File: src/pwcs_pkg.sv
// Shared constants, register codes and stage types for the wall-centering steering PID.
package pwcs_pkg;

  localparam int GAIN_FRAC_BITS = 16;
  localparam int SAMPLE_BITS    = 12;
  localparam int GAIN_W         = 24;
  localparam int INT_W          = 40;

  localparam int ERR_W  = SAMPLE_BITS + 2;
  localparam int DIFF_W = ERR_W + 1;
  localparam int PROD_W = GAIN_W + DIFF_W;
  localparam int SUM_W  = INT_W + 3;

  localparam int IN_TDATA_W  = ((3 * SAMPLE_BITS + 7) / 8) * 8;
  localparam int OUT_TDATA_W = ((SAMPLE_BITS + 7) / 8) * 8;
  localparam int CFG_IDX_W   = 3;

  localparam logic [SAMPLE_BITS-1:0] LEFT_OFFSET_RST = SAMPLE_BITS'(100);
  localparam logic [SAMPLE_BITS-1:0] STEER_MIN_RST   = SAMPLE_BITS'(1000);
  localparam logic [SAMPLE_BITS-1:0] STEER_MAX_RST   = SAMPLE_BITS'(2000);

  typedef enum logic [CFG_IDX_W-1:0] {
    REG_P_GAIN      = 3'd0,
    REG_I_GAIN      = 3'd1,
    REG_D_GAIN      = 3'd2,
    REG_LEFT_OFFSET = 3'd3,
    REG_STEER_MIN   = 3'd4,
    REG_STEER_MAX   = 3'd5
  } reg_idx_t;

  typedef struct packed {
    logic [GAIN_W-1:0]      p_gain;
    logic [GAIN_W-1:0]      i_gain;
    logic [GAIN_W-1:0]      d_gain;
    logic [SAMPLE_BITS-1:0] left_offset;
    logic [SAMPLE_BITS-1:0] steer_min;
    logic [SAMPLE_BITS-1:0] steer_max;
  } cfg_t;

  typedef struct packed {
    logic [PROD_W-1:0]      p_prod;
    logic [PROD_W-1:0]      d_prod;
    logic [INT_W-1:0]       integ;
    logic [SAMPLE_BITS-1:0] cur_steer;
  } prod_t;

endpackage

File: src/pid_wall_centering_steer_unit.sv
// Top level of the wall-centering steering PID: handshake, stage valids and assertions.
//
//   port group | direction | contents
//   in_*       | slave     | tdata: right_distance, left_distance, current_steer; tuser: kind
//   out_*      | master    | tdata: steer_command; tuser: clamped
//   cfg_*      | slave     | cfg_index selects register, cfg_data is the written value
//
// One request per cycle sustained while out_tready is high; a control step passes the
// input register, product register and result register before it appears at out_tvalid.
// A clear request updates state in the input stage and leaves the pipe even under a stall.
// Reset (rst_n low, synchronous) empties all stages, zeroes the integrator and last error
// and loads the register defaults. A stall at out_tready holds a full product or output stage.
module pid_wall_centering_steer_unit (
  input  logic                                clk,
  input  logic                                rst_n,
  input  logic                                in_tvalid,
  output logic                                in_tready,
  input  logic [pwcs_pkg::IN_TDATA_W-1:0]     in_tdata,  // right[11:0] left[23:12] cur[35:24]
  input  logic                                in_tuser,  // kind
  output logic                                out_tvalid,
  input  logic                                out_tready,
  output logic [pwcs_pkg::OUT_TDATA_W-1:0]    out_tdata, // steer_command[11:0]
  output logic                                out_tuser, // clamped
  input  logic                                cfg_valid,
  output logic                                cfg_ready,
  input  logic [pwcs_pkg::CFG_IDX_W-1:0]      cfg_index,
  input  logic [pwcs_pkg::GAIN_W-1:0]         cfg_data
);
  import pwcs_pkg::*;

  cfg_t  cfg;
  prod_t prod;

  logic                   a_valid_r, a_valid_nxt;
  logic                   a_kind_r;
  logic [SAMPLE_BITS-1:0] a_right_r, a_left_r, a_cur_r;
  logic                   b_valid_r, b_valid_nxt;
  logic                   o_valid_r, o_valid_nxt;
  logic [SAMPLE_BITS-1:0] steer_r;
  logic                   clamped_r;

  logic in_go, a_go, b_go, out_free, b_free;

  assign out_free  = !o_valid_r || out_tready;
  assign b_go      = b_valid_r && out_free;
  assign b_free    = !b_valid_r || out_free;
  assign a_go      = a_valid_r && (a_kind_r || b_free);
  assign in_tready = !a_valid_r || a_go;
  assign in_go     = in_tvalid && in_tready;

  always_comb begin
    a_valid_nxt = in_go ? 1'b1 : (a_go ? 1'b0 : a_valid_r);
    b_valid_nxt = (a_go && !a_kind_r) ? 1'b1 : (b_go ? 1'b0 : b_valid_r);
    o_valid_nxt = b_go ? 1'b1 : (out_tready ? 1'b0 : o_valid_r);
  end

  always_ff @(posedge clk) begin
    if (!rst_n) begin
      a_valid_r <= 1'b0;
      b_valid_r <= 1'b0;
      o_valid_r <= 1'b0;
    end else begin
      a_valid_r <= a_valid_nxt;
      b_valid_r <= b_valid_nxt;
      o_valid_r <= o_valid_nxt;
    end
  end

  always_ff @(posedge clk) begin
    if (in_go) begin
      a_kind_r  <= in_tuser;
      a_right_r <= in_tdata[SAMPLE_BITS-1:0];
      a_left_r  <= in_tdata[2*SAMPLE_BITS-1:SAMPLE_BITS];
      a_cur_r   <= in_tdata[3*SAMPLE_BITS-1:2*SAMPLE_BITS];
    end
  end

  pwcs_cfg_regs u_cfg (
    .clk       (clk),
    .rst_n     (rst_n),
    .cfg_valid (cfg_valid),
    .cfg_ready (cfg_ready),
    .cfg_index (cfg_index),
    .cfg_data  (cfg_data),
    .cfg       (cfg)
  );

  pwcs_err_stage u_err (
    .clk            (clk),
    .rst_n          (rst_n),
    .step_go        (a_go && !a_kind_r),
    .clear_go       (a_go && a_kind_r),
    .right_distance (a_right_r),
    .left_distance  (a_left_r),
    .current_steer  (a_cur_r),
    .cfg            (cfg),
    .prod_r         (prod)
  );

  pwcs_clamp_stage u_clamp (
    .clk       (clk),
    .load      (b_go),
    .prod      (prod),
    .steer_min (cfg.steer_min),
    .steer_max (cfg.steer_max),
    .steer_r   (steer_r),
    .clamped_r (clamped_r)
  );

  assign out_tvalid = o_valid_r;
  assign out_tdata  = OUT_TDATA_W'(steer_r);
  assign out_tuser  = clamped_r;

  a_clear_no_result: assert property (@(posedge clk) disable iff (!rst_n)
    (a_go && a_kind_r && !b_valid_r) |=> !b_valid_r)
    else $error("clear request produced a result");

  a_empty_ready: assert property (@(posedge clk) disable iff (!rst_n)
    !b_valid_r |-> in_tready)
    else $error("input stalled with empty product stage");

  a_b_hold: assert property (@(posedge clk) disable iff (!rst_n)
    (b_valid_r && !out_free) |=> b_valid_r)
    else $error("product stage dropped a stalled request");

  a_b_to_out: assert property (@(posedge clk) disable iff (!rst_n)
    b_go |=> out_tvalid)
    else $error("result lost between product and output stage");

endmodule

File: src/pwcs_cfg_regs.sv
// Configuration register file: gains, left offset and steering limits.
module pwcs_cfg_regs (
  input  logic                             clk,
  input  logic                             rst_n,
  input  logic                             cfg_valid,
  output logic                             cfg_ready,
  input  logic [pwcs_pkg::CFG_IDX_W-1:0]   cfg_index,
  input  logic [pwcs_pkg::GAIN_W-1:0]      cfg_data,
  output pwcs_pkg::cfg_t                   cfg
);
  import pwcs_pkg::*;

  cfg_t cfg_r;

  assign cfg_ready = 1'b1;
  assign cfg       = cfg_r;

  always_ff @(posedge clk) begin
    if (!rst_n) begin
      cfg_r.p_gain      <= '0;
      cfg_r.i_gain      <= '0;
      cfg_r.d_gain      <= '0;
      cfg_r.left_offset <= LEFT_OFFSET_RST;
      cfg_r.steer_min   <= STEER_MIN_RST;
      cfg_r.steer_max   <= STEER_MAX_RST;
    end else if (cfg_valid) begin
      case (reg_idx_t'(cfg_index))
        REG_P_GAIN:      cfg_r.p_gain      <= cfg_data;
        REG_I_GAIN:      cfg_r.i_gain      <= cfg_data;
        REG_D_GAIN:      cfg_r.d_gain      <= cfg_data;
        REG_LEFT_OFFSET: cfg_r.left_offset <= cfg_data[SAMPLE_BITS-1:0];
        REG_STEER_MIN:   cfg_r.steer_min   <= cfg_data[SAMPLE_BITS-1:0];
        REG_STEER_MAX:   cfg_r.steer_max   <= cfg_data[SAMPLE_BITS-1:0];
        default: ;
      endcase
    end
  end

endmodule

File: src/pwcs_err_stage.sv
// Error, gain products and saturating integrator; holds integrator and last error.
module pwcs_err_stage (
  input  logic                               clk,
  input  logic                               rst_n,
  input  logic                               step_go,
  input  logic                               clear_go,
  input  logic [pwcs_pkg::SAMPLE_BITS-1:0]   right_distance,
  input  logic [pwcs_pkg::SAMPLE_BITS-1:0]   left_distance,
  input  logic [pwcs_pkg::SAMPLE_BITS-1:0]   current_steer,
  input  pwcs_pkg::cfg_t                     cfg,
  output pwcs_pkg::prod_t                    prod_r
);
  import pwcs_pkg::*;

  localparam logic [INT_W-1:0] INT_HI = {1'b0, {(INT_W-1){1'b1}}};
  localparam logic [INT_W-1:0] INT_LO = {1'b1, {(INT_W-1){1'b0}}};

  logic signed [INT_W-1:0] integ_r, integ_nxt;
  logic signed [ERR_W-1:0] last_err_r;
  logic signed [ERR_W-1:0] err;
  logic signed [DIFF_W-1:0] diff;
  logic signed [PROD_W-1:0] p_prod, i_prod, d_prod;
  logic signed [INT_W:0]    integ_sum;

  always_comb begin
    err = $signed(ERR_W'(right_distance)
          - (ERR_W'(left_distance) + ERR_W'(cfg.left_offset)));
    diff = DIFF_W'(err) - DIFF_W'(last_err_r);
    p_prod = PROD_W'($signed(cfg.p_gain)) * PROD_W'(err);
    i_prod = PROD_W'($signed(cfg.i_gain)) * PROD_W'(err);
    d_prod = PROD_W'($signed(cfg.d_gain)) * PROD_W'(diff);
    integ_sum = (INT_W+1)'(integ_r) + (INT_W+1)'(i_prod);
    if (integ_sum[INT_W] != integ_sum[INT_W-1]) begin
      integ_nxt = integ_sum[INT_W] ? $signed(INT_LO) : $signed(INT_HI);
    end else begin
      integ_nxt = integ_sum[INT_W-1:0];
    end
  end

  always_ff @(posedge clk) begin
    if (!rst_n) begin
      integ_r    <= '0;
      last_err_r <= '0;
    end else if (clear_go) begin
      integ_r    <= '0;
      last_err_r <= '0;
    end else if (step_go) begin
      integ_r    <= integ_nxt;
      last_err_r <= err;
    end
  end

  always_ff @(posedge clk) begin
    if (step_go) begin
      prod_r.p_prod    <= p_prod;
      prod_r.d_prod    <= d_prod;
      prod_r.integ     <= integ_nxt;
      prod_r.cur_steer <= current_steer;
    end
  end

endmodule

File: src/pwcs_clamp_stage.sv
// PID sum, floor to integer, add to current steering and clamp into the result register.
module pwcs_clamp_stage (
  input  logic                               clk,
  input  logic                               load,
  input  pwcs_pkg::prod_t                    prod,
  input  logic [pwcs_pkg::SAMPLE_BITS-1:0]   steer_min,
  input  logic [pwcs_pkg::SAMPLE_BITS-1:0]   steer_max,
  output logic [pwcs_pkg::SAMPLE_BITS-1:0]   steer_r,
  output logic                               clamped_r
);
  import pwcs_pkg::*;

  logic signed [SUM_W-1:0] sum, sum_int, steer_wide, lo, hi;
  logic [SAMPLE_BITS-1:0]  steer_nxt;
  logic                    clamped_nxt;

  always_comb begin
    sum = SUM_W'($signed(prod.p_prod)) + SUM_W'($signed(prod.integ))
        + SUM_W'($signed(prod.d_prod));
    sum_int    = sum >>> GAIN_FRAC_BITS;
    steer_wide = sum_int + $signed(SUM_W'(prod.cur_steer));
    hi = $signed(SUM_W'(steer_max));
    lo = $signed(SUM_W'(steer_min));
    if (steer_wide > hi) begin
      steer_nxt   = steer_max;
      clamped_nxt = 1'b1;
    end else if (steer_wide < lo) begin
      steer_nxt   = steer_min;
      clamped_nxt = 1'b1;
    end else begin
      steer_nxt   = steer_wide[SAMPLE_BITS-1:0];
      clamped_nxt = 1'b0;
    end
  end

  always_ff @(posedge clk) begin
    if (load) begin
      steer_r   <= steer_nxt;
      clamped_r <= clamped_nxt;
    end
  end

endmodule
File: config.mk
export PLATFORM = sky130hd
export DESIGN_NAME = pid_wall_centering_steer_unit
export DESIGN_NICKNAME = d
export VERILOG_FILES = /design/src/pwcs_pkg.sv /design/src/pid_wall_centering_steer_unit.sv /design/src/pwcs_cfg_regs.sv /design/src/pwcs_err_stage.sv /design/src/pwcs_clamp_stage.sv
export SDC_FILE = /design/constraint.sdc
export NUM_CORES = 2
export LEC_CHECK = 0
export ABC_AREA = 1
export BUFFER_PORTS_ARGS = -buffer_cell sky130_fd_sc_hd__buf_4
export CORE_ASPECT_RATIO = 1.2
export CORE_UTILIZATION = 45
export CTS_CLUSTER_DIAMETER = 120
export DETAILED_ROUTE_END_ITERATION = 6
export PLACE_DENSITY = 0.62
export REMOVE_ABC_BUFFERS = 1
export SLEW_MARGIN = 20
export SYNTH_ARGS = -nofsm -noshare
export SYNTH_HDL_FRONTEND = slang
export SYNTH_SLANG_ARGS = --single-unit
File: constraint.sdc
create_clock -name clk -period 25.8 [get_ports clk]
set_input_delay 1.29 -clock clk [delete_from_list [all_inputs] [get_ports clk]]
set_output_delay 1.29 -clock clk [all_outputs]
set_load 0.01 [all_outputs]
# Word level (Yosys, flattened, before mapping)
# Index checks and enable logic that the tools add are counted.
[word_totals]
regBits = 344
inputBits = 73
out_inout_bits = 20
elab_cells = 75
[op_classes]
add_sub_neg = 7
multipliers = 3
order_cmp = 2
n_eq_ne = 6
mux = 11
n_bitwise = 1
n_reduce_logical = 24
[ops]
columns = ["operator", "n"]
rows = [
  ["two-way mux 40 bit", 2],
  ["multiplier 24 x 14 -> 38 bit", 2],
  ["> comparator 43 x 13 -> 1 bit", 1],
  ["less-than comparator 43 x 13 -> 1 bit", 1],
  ["adder 41 x 39 -> 42 bit", 1],
  ["adder 38 x 40 -> 41 bit", 1],
  ["adder 40 x 38 -> 41 bit", 1],
  ["multiplier 24 x 15 -> 39 bit", 1],
  ["adder 27 x 13 -> 28 bit", 1],
  ["two-way mux 12 bit", 2],
  ["subtractor 14 x 14 -> 15 bit", 1],
  ["subtractor 12 x 13 -> 14 bit", 1],
  ["adder 12 x 12 -> 13 bit", 1],
  ["AND reduction 2 bit", 6],
  ["two-way mux 1 bit", 7],
  ["== test 3 x 2 -> 1 bit (second input constant)", 2],
  ["== test 3 bit (second input constant)", 2],
  ["nonzero test 2 bit", 3],
  ["logical AND 1 bit", 5],
  ["logical NOT 1 bit", 4],
  ["logical OR 1 bit", 4],
  ["== test 3 x 1 -> 1 bit (second input constant)", 1],
  ["logical NOT 3 bit", 1],
  ["OR reduction 2 bit", 1],
  ["2 further kinds", 2],
]

# Longest topological paths before layout
[logic_depth]
depth_word = 8
mapped_depth = 59
depth_no_buf = 57

# Hierarchy
# From an unflattened synthesis, not the netlist that was laid out.
[hier_totals]
cells_unflattened = 7370
area_unflattened_um2 = 58931.5
[modules_own_cells]
columns = ["mod", "instances", "cells_each", "area_each_um2", "seq_area_each_um2"]
rows = [
  ["pwcs_err_stage", 1, 5631, 47086.4, 4954.8],
  ["pwcs_clamp_stage", 1, 1058, 6237.2, 390.4],
  ["pwcs_cfg_regs", 1, 614, 4296.6, 2162.1],
  ["pid_wall_centering_steer_unit", 1, 67, 1311.3, 1171.1],
]

# Least setup slack after synthesis
# No wires, ideal clock.
[synth_timing]
path_type = "flip-flop to flip-flop"
from = "register a_right_r[2]"
to = "register u_err.prod_r[90] (netlist name) (data pin)"
setup_time_ns = 0.260
arrival_time_ns = 9.218
required_time_ns = 25.540
path_slack_ns = 16.322
stages_incl_launch_ff = 48
n_path_buf = 3
period_less_slack_ns = 9.478
path_cell_list = "edfxtp_1 > fa_1 > ha_1 > nand2_1 > o21a_1 > o21ai_1 > a21oi_1 > o21a_1 > o21ai_1 > a21oi_1 > or2_2 > nand2_1 > clkinv_1 > clkbuf_1 > ha_1 > inv_1 > nor4_1 > nand2_1 > [12 not listed] > fa_1 > inv_1 > ha_1 > nand2_1 > nor2_1 > inv_1 > o21bai_1 > a21oi_1 > o21ai_0 > nand3_1 > nand2_1 > nand2_1 > nand2_1 > nand2_1 > nand2_1 > nand2_1 > nand2_1 > xnor2_1"
[synth_between]
elab_chain_len = 3
[synth_rtl]
columns = ["element", "line", "source"]
rows = [
  ["start, declared", "pid_wall_centering_steer_unit.sv:36", "logic [SAMPLE_BITS-1:0] a_right_r, a_left_r, a_cur_r;"],
  ["start signal, assigned", "pid_wall_centering_steer_unit.sv:72", "a_right_r <= in_tdata[SAMPLE_BITS-1:0];"],
  ["subtractor 12 x 13 -> 14 bit", "pwcs_err_stage.sv:27", "- (ERR_W'(left_distance) + ERR_W'(cfg.left_offset)));"],
  ["net u_err.err[11]", "pwcs_err_stage.sv:20", "logic signed [ERR_W-1:0] err;"],
  ["subtractor 14 x 14 -> 15 bit", "pwcs_err_stage.sv:28", "diff = DIFF_W'(err) - DIFF_W'(last_err_r);"],
  ["multiplier 24 x 15 -> 39 bit", "pwcs_err_stage.sv:31", "d_prod = PROD_W'($signed(cfg.d_gain)) * PROD_W'(diff);"],
  ["net u_err.d_prod[38]", "pwcs_err_stage.sv:22", "logic signed [PROD_W-1:0] p_prod, i_prod, d_prod;"],
  ["end, declared", "pwcs_err_stage.sv:11", "output pwcs_pkg::prod_t prod_r"],
]
# The timed path passes the listed nets, and every way through them passes these cells.
# A chain may end at the register's enable or synchronous reset.

# Worst setup path in the final report
[layout_timing]
from = "register a_right_r[2]"
to = "register u_err.prod_r[90] (netlist name) (data pin)"
[layout_between]
elab_chain_len = 3
[layout_rtl]
columns = ["element", "line"]
rows = [
  ["subtractor 12 x 13 -> 14 bit", "pwcs_err_stage.sv:27"],
  ["subtractor 14 x 14 -> 15 bit", "pwcs_err_stage.sv:28"],
  ["multiplier 24 x 15 -> 39 bit", "pwcs_err_stage.sv:31"],
  ["net u_err.d_prod[38]", "pwcs_err_stage.sv:22"],
]
# The timed path passes the listed nets, and every way through them passes these cells.

==> metrics.md <==
| Metric | Value |
|---|---|
| Most used DFF post-synth | sky130_fd_sc_hd__edfxtp_1 |
| Worst-path maximum fanout | 23 |
| Detail-routed net length per standard cell | 19.6 µm |
| First-pass iteration count of the detailed router | 6 |
| Measured slew at the worst slew-check pin | 1.11 ns |
| Largest family of logic cells by synthesized area | adder cells |
| Share of the clock period used by the worst path after layout | 0.481 |
| Die height | 388 µm |
| Vias in the first global route | 44884 |
| Post-synthesis simple-gate area fraction | 0.162 |
| Remaining routing DRC violations | 0 |
| Root buffer cell | sky130_fd_sc_hd__clkbuf_16 |
| Initial detailed-routing violation count | 3059 |
| Count of maximum capacitance violations | 0 |
| Most common cell after layout, fill and taps aside | sky130_fd_sc_hd__inv_1 |
| Count of unique library cells instantiated by Yosys | 59 |
| Maximum level of the CTS H-tree | 2 |
| Total Routed Length | 161 mm |
| Number of sinks handled by clock tree synthesis | 344 |
| Sequential-to-total area share from yosys stat | 0.156 |
| Port Buffer Count | 83 |
| Share of the synthesized area in the top cell type | 0.391 |
| Setup repair after global routing missed its margin | no |
| Compound-cell area share of the yosys netlist | 0.0597 |
| Detailed placer's ending HPWL | 132 mm |
| CP max stage delay | 0.74 ns |
| Clock slew seen by the registers of the worst setup and hold paths | 0.06 ns |
| Fraction of layout cells with a size suffix above 1 | 0.0517 |
| Slew margin rel. | 0.255 |
| Count of final max-slew check failures | 0 |
| Hold_buf cts | 0 |
| Clock buffer count from CTS | 44 |
| Mean area per synthesized cell | 8.51 µm² |
| All-Layer GR Usage | 0.267 |
| Die Outline Area | 125000 µm² |
| Fillcell total | 11857 |
| Leading cell types by total area after synthesis | sky130_fd_sc_hd__fa_1 39%, sky130_fd_sc_hd__inv_1 9.9%, sky130_fd_sc_hd__edfxtp_1 9.6% |
| CTS tree | built |
| Setup Buffers After CTS | 0 |
| Kind of capture point of the worst setup path | register |
| Slowest cell on the critical path | sky130_fd_sc_hd__nand2_1 |
| Worst Clk Skew | 0.0382 ns |
| Pin count of the biggest net entering global routing | 84 |
| Kind of start point of the critical path | register |
| Deepest clock path buffer count | 3 |
| Post-synthesis instance area | 55800 µm² |
| Post-route cell area | 59500 µm² |
| Final setup violation count | 0 |
| Number of enable-type register cells in the synthesized netlist | 179 |
| Nets | 8063 |
| Critical Path AT | 12.75 ns |
| Kind of cell with the highest combined delay on the critical path | adder cells |
| Initial core utilization | 0.454 |
| Post-DR vias/cell | 5.22 |
| Routability cong. | 0.946 |
| Async set or reset register ratio after synthesis | 0 |
| Leading cell types in the layout, fill and taps excluded | 1473 x sky130_fd_sc_hd__inv_1, 1349 x sky130_fd_sc_hd__nand2_1, 1087 x sky130_fd_sc_hd__fa_1 |
| Most used cell, CP | sky130_fd_sc_hd__nand2_1 |
| Total core area | 123000 µm² |
| Row cnt | 141 |
| Number of cells produced by synthesis | 6552 |
| IO Pins | 93 |
| F_max | 80.6 MHz |
| PostCTS Resize Cnt | 0 |
| Share of cell area taken by muxes after synthesis | 0 |
| Run status | finished clean |
| Kind of critical path | register to register |
| Post-synthesis to final-layout area growth | 6.64% |
| Number of nets still failing antenna checks after routing | 0 |
| Path category of the worst min-delay check | register to register |
| Floorplan die width | 323 µm |
| Grt total ovfl | 0 |
| Number of vias after detailed routing | 42721 |
| Sum of negative setup slack | 0 ns |
| Required time of the worst setup path | 26.13 ns |
| Final hold vios | 0 |
| Clock latency reported for the late side of the worst-skew pair | 0.63 ns |
| Post-Place Cell Area | 57900 µm² |
| Share of synthesized cell area in full adder, half adder and majority cells | 0.480 |
| Cell taking the most area after synthesis | sky130_fd_sc_hd__fa_1 |
| Yosys warning count | 0 |
| Global-route wire length before repair | 254 mm |
| Initial antenna violation count | 7 |
| Synthesized flop and latch total | 344 |
| Post-route minimum period | 12.41 ns |
| Share of the synthesized netlist area taken by xor and xnor gates | 0.0249 |
| Buffers and inverters on the worst path | 9 |
-- worst paths after layout --
path,startpoint,endpoint,slack [ns],depth (start not counted)
setup / recovery,a_right_r[2]$_DFFE_PP_,u_err.prod_r[90]$_DFFE_PP_,13.39,51
hold / removal,a_cur_r[8]$_DFFE_PP_,u_err.prod_r[8]$_DFFE_PP_,0.42,0
setup reg to reg,a_right_r[2]$_DFFE_PP_,u_err.prod_r[90]$_DFFE_PP_,13.39,51
hold reg to reg,a_cur_r[8]$_DFFE_PP_,u_err.prod_r[8]$_DFFE_PP_,0.42,0
-- logic make-up (layout without fill, tap and decap cells) --
kind of cell	after synthesis	in the layout
adders and majority gates	1486	1486
xor gates and xnor gates	158	158
DFF	344	344
and+or+nand+nor	2223	2223
buffers and inverters	1728	1713
other	2	12
AOI/OAI and AO/OA	611	611
-- registers in the layout (all words and copies together), names as in the netlist --
name               count
a_cur_r               12
a_kind_r               1
a_left_r              12
a_right_r             12
a_valid_r              1
b_valid_r              1
out_tvalid             1
u_cfg.cfg            108
u_clamp.clamped_r      1
u_clamp.steer_r       12
u_err.integ_r         40
u_err.last_err_r      14
u_err.prod_r         129
-- synth_stat cells (8+ instances only) --
cell type and n:
sky130_fd_sc_hd__buf_2 19, sky130_fd_sc_hd__ha_1 398, sky130_fd_sc_hd__buf_4 8, sky130_fd_sc_hd__nor3_1 18, sky130_fd_sc_hd__inv_1 1474, sky130_fd_sc_hd__nand2_2 33, sky130_fd_sc_hd__o21bai_1 18, sky130_fd_sc_hd__xor2_1 89
sky130_fd_sc_hd__a31oi_1 17, sky130_fd_sc_hd__nand4_1 26, sky130_fd_sc_hd__nor2_1 577, sky130_fd_sc_hd__nand3_1 136, sky130_fd_sc_hd__o211ai_1 19, sky130_fd_sc_hd__a21oi_1 314, sky130_fd_sc_hd__dfxtp_1 165, sky130_fd_sc_hd__o21ai_0 182
sky130_fd_sc_hd__fa_1 1088, sky130_fd_sc_hd__inv_2 20, sky130_fd_sc_hd__o21a_1 12, sky130_fd_sc_hd__or2_2 17, sky130_fd_sc_hd__nor2_2 14, sky130_fd_sc_hd__a21o_1 11, sky130_fd_sc_hd__nand2_1 1354, sky130_fd_sc_hd__xnor2_1 68
sky130_fd_sc_hd__edfxtp_1 179, sky130_fd_sc_hd__clkbuf_1 190, sky130_fd_sc_hd__nand3_2 17
-- metal layers --
metal  global-route usage  wire length, µm  vias up
met3               0.0393            10600      294
met4                0.126             8930        4
met2                0.449            77800     1357
met1                0.335            63500    21582
met5                    0               31        -
li1                     -                -    19484
-- area by class of cell --
class                   instances  area [µm²]  share of cell area
well taps                    1644        2060              0.0346
repair buffers                131         983              0.0165
inverters                    1500        5640              0.0947
clock inverters                30         378             0.00635
diodes                          7        17.5            0.000295
clock buffers                  52        1180              0.0199
flip-flops and latches        344        8680               0.146
multi-input cells            4483       40500               0.682
-- worst reg2reg max path: cells and delay by family, from the launching register on --
| kind | cells | cell delay [ns] |
|---|---|---|
| adders and majority gates | 10 | 4.51 |
| and+or+nand+nor | 21 | 3.58 |
| buffers and inverters | 9 | 1.52 |
| xor gates and xnor gates | 1 | 0.07 |
| DFF | 1 | 0.39 |
| AOI/OAI and AO/OA | 10 | 2.07 |
-- through the flow --
step / hold slack (ns) / std cells / utilization / setup slack (ns)
finish: 0.422 / 8191 / 0.484 / 13.39
global route: 0.432 / 8184 / 0.484 / 12.68
CTS: 0.426 / 8184 / 0.484 / 13.49
detailed placement: 0.407 / 8102 / 0.471 / 13.53
global placement: 0.407 / 8102 / 0.471 / 13.68
floorplan: 0.400 / 6327 / - / 15.29
Power is not shown: default switching activity piles up to over one toggle a cycle in this logic, so the estimate is an artifact.
